[src/rtl/cmv_pkg.sv]
`timescale 1ns / 1ps
// ----------------------------------------------------------------------------
// cmv_pkg
// Types and constants shared by the complex matrix-vector multiplier.
// ----------------------------------------------------------------------------
package cmv_pkg;

  localparam int unsigned NUM_LANES = 3;
  localparam int unsigned NUM_VALS  = 2 * NUM_LANES;
  localparam int unsigned DATA_W    = 32;
  localparam int unsigned SUM_W     = 64;

  typedef logic signed [DATA_W-1:0] data_t;
  typedef logic signed [SUM_W-1:0]  sum_t;

  typedef enum logic {
    OP_LOAD = 1'b0,
    OP_ROW  = 1'b1
  } op_e;

  localparam logic [1:0] ROW_FIRST = 2'd0;
  localparam logic [1:0] ROW_LAST  = 2'd2;

  localparam sum_t SAT_MAX = 64'sd2147483647;
  localparam sum_t SAT_MIN = -64'sd2147483648;

  typedef struct packed {
    logic       valid;
    logic [1:0] row;
    logic       last;
  } meta_t;

endpackage

[src/rtl/cmv_merge.sv]
`timescale 1ns / 1ps
// ----------------------------------------------------------------------------
// cmv_merge
// Sum the lane results and the addend, saturate to 32 bits, register.
// ----------------------------------------------------------------------------
module cmv_merge (
  input  logic           clk_i,
  input  logic           en_i,
  input  cmv_pkg::sum_t  lane_re_i [cmv_pkg::NUM_LANES],
  input  cmv_pkg::sum_t  lane_im_i [cmv_pkg::NUM_LANES],
  input  cmv_pkg::sum_t  addend_re_i,
  input  cmv_pkg::sum_t  addend_im_i,
  output cmv_pkg::data_t prod_re_o,
  output cmv_pkg::data_t prod_im_o
);

  cmv_pkg::sum_t  sum_re, sum_im;
  cmv_pkg::data_t prod_re_d, prod_im_d, prod_re_q, prod_im_q;

  function automatic cmv_pkg::data_t sat32(input cmv_pkg::sum_t v);
    cmv_pkg::sum_t c;
    c = v;
    if (v > cmv_pkg::SAT_MAX) c = cmv_pkg::SAT_MAX;
    if (v < cmv_pkg::SAT_MIN) c = cmv_pkg::SAT_MIN;
    return c[cmv_pkg::DATA_W-1:0];
  endfunction

  always_comb begin
    sum_re = addend_re_i;
    sum_im = addend_im_i;
    for (int k = 0; k < cmv_pkg::NUM_LANES; k++) begin
      sum_re = sum_re + lane_re_i[k];
      sum_im = sum_im + lane_im_i[k];
    end
    prod_re_d = sat32(sum_re);
    prod_im_d = sat32(sum_im);
  end

  always_ff @(posedge clk_i) begin
    if (en_i) begin
      prod_re_q <= prod_re_d;
      prod_im_q <= prod_im_d;
    end
  end

  assign prod_re_o = prod_re_q;
  assign prod_im_o = prod_im_q;

endmodule

[config.mk]
export PLATFORM = sky130hd
export DESIGN_NAME = cmv_merge
export DESIGN_NICKNAME = d
export VERILOG_FILES = /design/src/rtl/cmv_pkg.sv /design/src/rtl/cmv_merge.sv
export SDC_FILE = /design/constraint.sdc
export NUM_CORES = 1
export LEC_CHECK = 0
export ABC_AREA = 1
export BUFFER_PORTS_ARGS = -buffer_cell sky130_fd_sc_hd__buf_2
export CAP_MARGIN = 10
export CORE_MARGIN = 4
export CORE_UTILIZATION = 30
export DETAILED_ROUTE_END_ITERATION = 16
export HOLD_SLACK_MARGIN = 0.05
export PLACE_DENSITY_LB_ADDON = 0.08
export SYNTH_ARGS = -nofsm -noshare
export SYNTH_HDL_FRONTEND = slang
export SYNTH_SLANG_ARGS = --single-unit
[constraint.sdc]
create_clock -name clk_i -period 8.1 [get_ports clk_i]
set_input_delay 0.405 -clock clk_i [delete_from_list [all_inputs] [get_ports clk_i]]
set_output_delay 0.405 -clock clk_i [all_outputs]
set_load 0.03 [all_outputs]
==> metrics.txt <==
hpwl dp=76,400 um; Sink Count=64; Post-Place Worst Slack=2.96 ns; Post-synth EDFFs=64; grt total ovfl=0; Sw Pwr=4.27 mW; Pwr Total=6.99 mW; post-synthesis sequential area ratio=0.0867; CP arrival=4.92 ns; FF+latch count, synth=64; sequential power share=0.101; IR drop worst, VDD=0.117 mV; initial core utilization=0.303; Cell Rows=99; Die Width=280 um; Worst Path Required=8.15 ns; Setup WS post-layout=3.23 ns; Ports=578; P_int=2.72 mW; placed cells=5,191; DR WL/cell=15.8 um; routed vias=22,300; Fillers=8,417; Yosys warnings=0; Max Used Layer=met5; Netlist cell types=33; share of layout cells above drive strength 1=0.171; post-synth top area share=0.228; CTS buffer count=9; area grow syn2layout=19.1%; metal3 WL=4710 um; highest clock rate=205 MHz; # port buffers=577; # DRC=0; HP Class=in2reg; Max Buffers Root-to-Sink=2; Reg clk slew, reported paths=0.06 ns; Met2 Wirelength=36,200 um; commonest cells in the synthesized netlist=nand2_1 (1,314), inv_1 (1,171), fa_1 (252); Reg area=1920 um^2; unrepaired setup endpoints after global routing=false; status=finished clean; Switching Fraction=0.611; Leak=16.5 nW; total die area=78,300 um^2; drt pass-1 iters=6; DR iter-0 viols=1,303; Power Density=265 nW/um^2; ant diodes=0; worst rel slew slack=0.404; Post-CTS Hold Fix Bufs=0; Core Region=73,100 um^2; period utilization=0.601; Synth area leaders=fa_1 (23%), nand2_1 (22%), inv_1 (20%), edfxtp_1 (8.7%), ha_1 (7.1%); syn_nets=4,557; max-cap viol count=0; Setup TNS=0 ns; DRT Wirelength=82,200 um; Die Span Y=280 um; Gate power share=0.844; first-pass GRT wire length=125,000 um; WL met1=40,800 um; clock power share=0.055; Final setup viols=0; FFs w/ async S/R, synth=0; Top FF cell, synth=edfxtp_1; Overall Global Routing Usage=0.205; Via-to-Cell Ratio=4.28; final slew viol count=0; Post-Route Utilization=0.361; # Post-CTS Setup Buffers=0; nets=5,135; Netlist Area Pre-Place=22,200 um^2; critical path endpoint category=flop; Syn Inst Count=3,665; GPL Wtd Cong=0.921; CP Class=in2reg; Layout Cells excl Fill=5,206; Final Critical Period=4.87 ns; Final Hold Fails=0; initial antenna violation count=2; Final ANT Viol Nets=0; # H-tree levels=3; largest net degree at the start of global routing=65; multi-input logic area=15,600 um^2; CTS root buf=clkbuf_16; vias in the first global route=22,300; CTS tree=yes; Yosys top cell by area=fa_1; Startpoint Class=primary input; cell with the most instances after synthesis=nand2_1; post_cts resized=0; Mapped Avg Cell Area=6.05 um^2; Worst Path Max Fanout=31; worst-margin pin slew=0.894 ns
-- power groups by stage --
stage	clock network [mW]	registers (mW)	logic, mW
global route	0.409	0.723	6.61
CTS	0.395	0.712	5.94
floorplan	0	1.01	3.78
detailed placement	0	0.718	5.92
global placement	0	0.716	5.92
finish	0.387	0.707	5.90
-- critical path, stage by stage --
cell and delay [ns]:
buf_2 0.12, inv_1 0.06, fa_1 0.54, fa_1 0.53, inv_1 0.04, ha_1 0.40
nand2_1 0.17, nor2_1 0.30, inv_1 0.07, nor2_1 0.33, nand2_1 0.24, nor2_1 0.13
nand2_1 0.08, nand2_1 0.08, nand2_1 0.05, nand2_1 0.14, nand2_1 0.07, nor2_1 0.19
nand2_1 0.11, nor2_2 0.13, nand3_2 0.10, nand2_4 0.45, a21oi_1 0.14
-- final timing paths --
path      startpoint                          end  slack (ns)  cells past startpoint
max    lane_im_i[28]  prod_im_o[14]$_SDFFCE_PP0P_        3.23                     23
min   addend_re_i[0]   prod_re_o[0]$_SDFFCE_PP0P_        0.58                      4
-- flip-flops by register name, indices dropped and copies added, names as in the netlist --
signal	cells
prod_re_o	32
prod_im_o	32
-- routing by layer --
layer	vias up	GRT usage
met5	-	0
met4	2	0.0179
met3	25	0.0229
met2	591	0.336
met1	10000	0.304
li1	11600	-
-- cells by family after synthesis --
| logic type | count (synthesis) | share of synthesized area |
|---|---|---|
| XOR/XNOR | 70 | 0.0277 |
| adder cells (fa/ha/maj) | 378 | 0.299 |
| AO/OA/AOI/OAI | 170 | 0.0504 |
| AND/OR/NAND/NOR | 1786 | 0.328 |
| buffers and inverters | 1197 | 0.208 |
| flip-flops | 64 | 0.0867 |
-- layout make-up --
class,instances,share of cell area
Clock buffer,10,0.00867
Clock inverter,5,0.00223
Inverter,1185,0.168
Multi-Input combinational cell,2404,0.592
Sequential cell,64,0.0728
Tap cell,959,0.0455
Timing Repair Buffer,579,0.110
-- placed cells by master (no fill, tap or decap), types with 10 or more instances in the layout --
cell type,instances
edfxtp_1,64
ha_1,126
nand3b_1,16
nor3_1,23
xnor2_1,66
inv_1,1171
inv_2,11
nand2_1,1314
nand3_1,120
nand2_2,12
buf_2,576
o21ai_0,10
a21oi_2,60
nor2_1,211
fa_1,252
a21oi_1,88
nor2_2,30
nand4_1,28
-- through the flow --
stage / area [um^2] / hold slack [ns]
global route: 26400 / 0.617
CTS: 26400 / 0.566
finish: 26400 / 0.580
floorplan: 22200 / 0.517
global placement: 26100 / 0.891
detailed placement: 26100 / 0.891
Note: power is estimated with default switching activity, not from simulation.
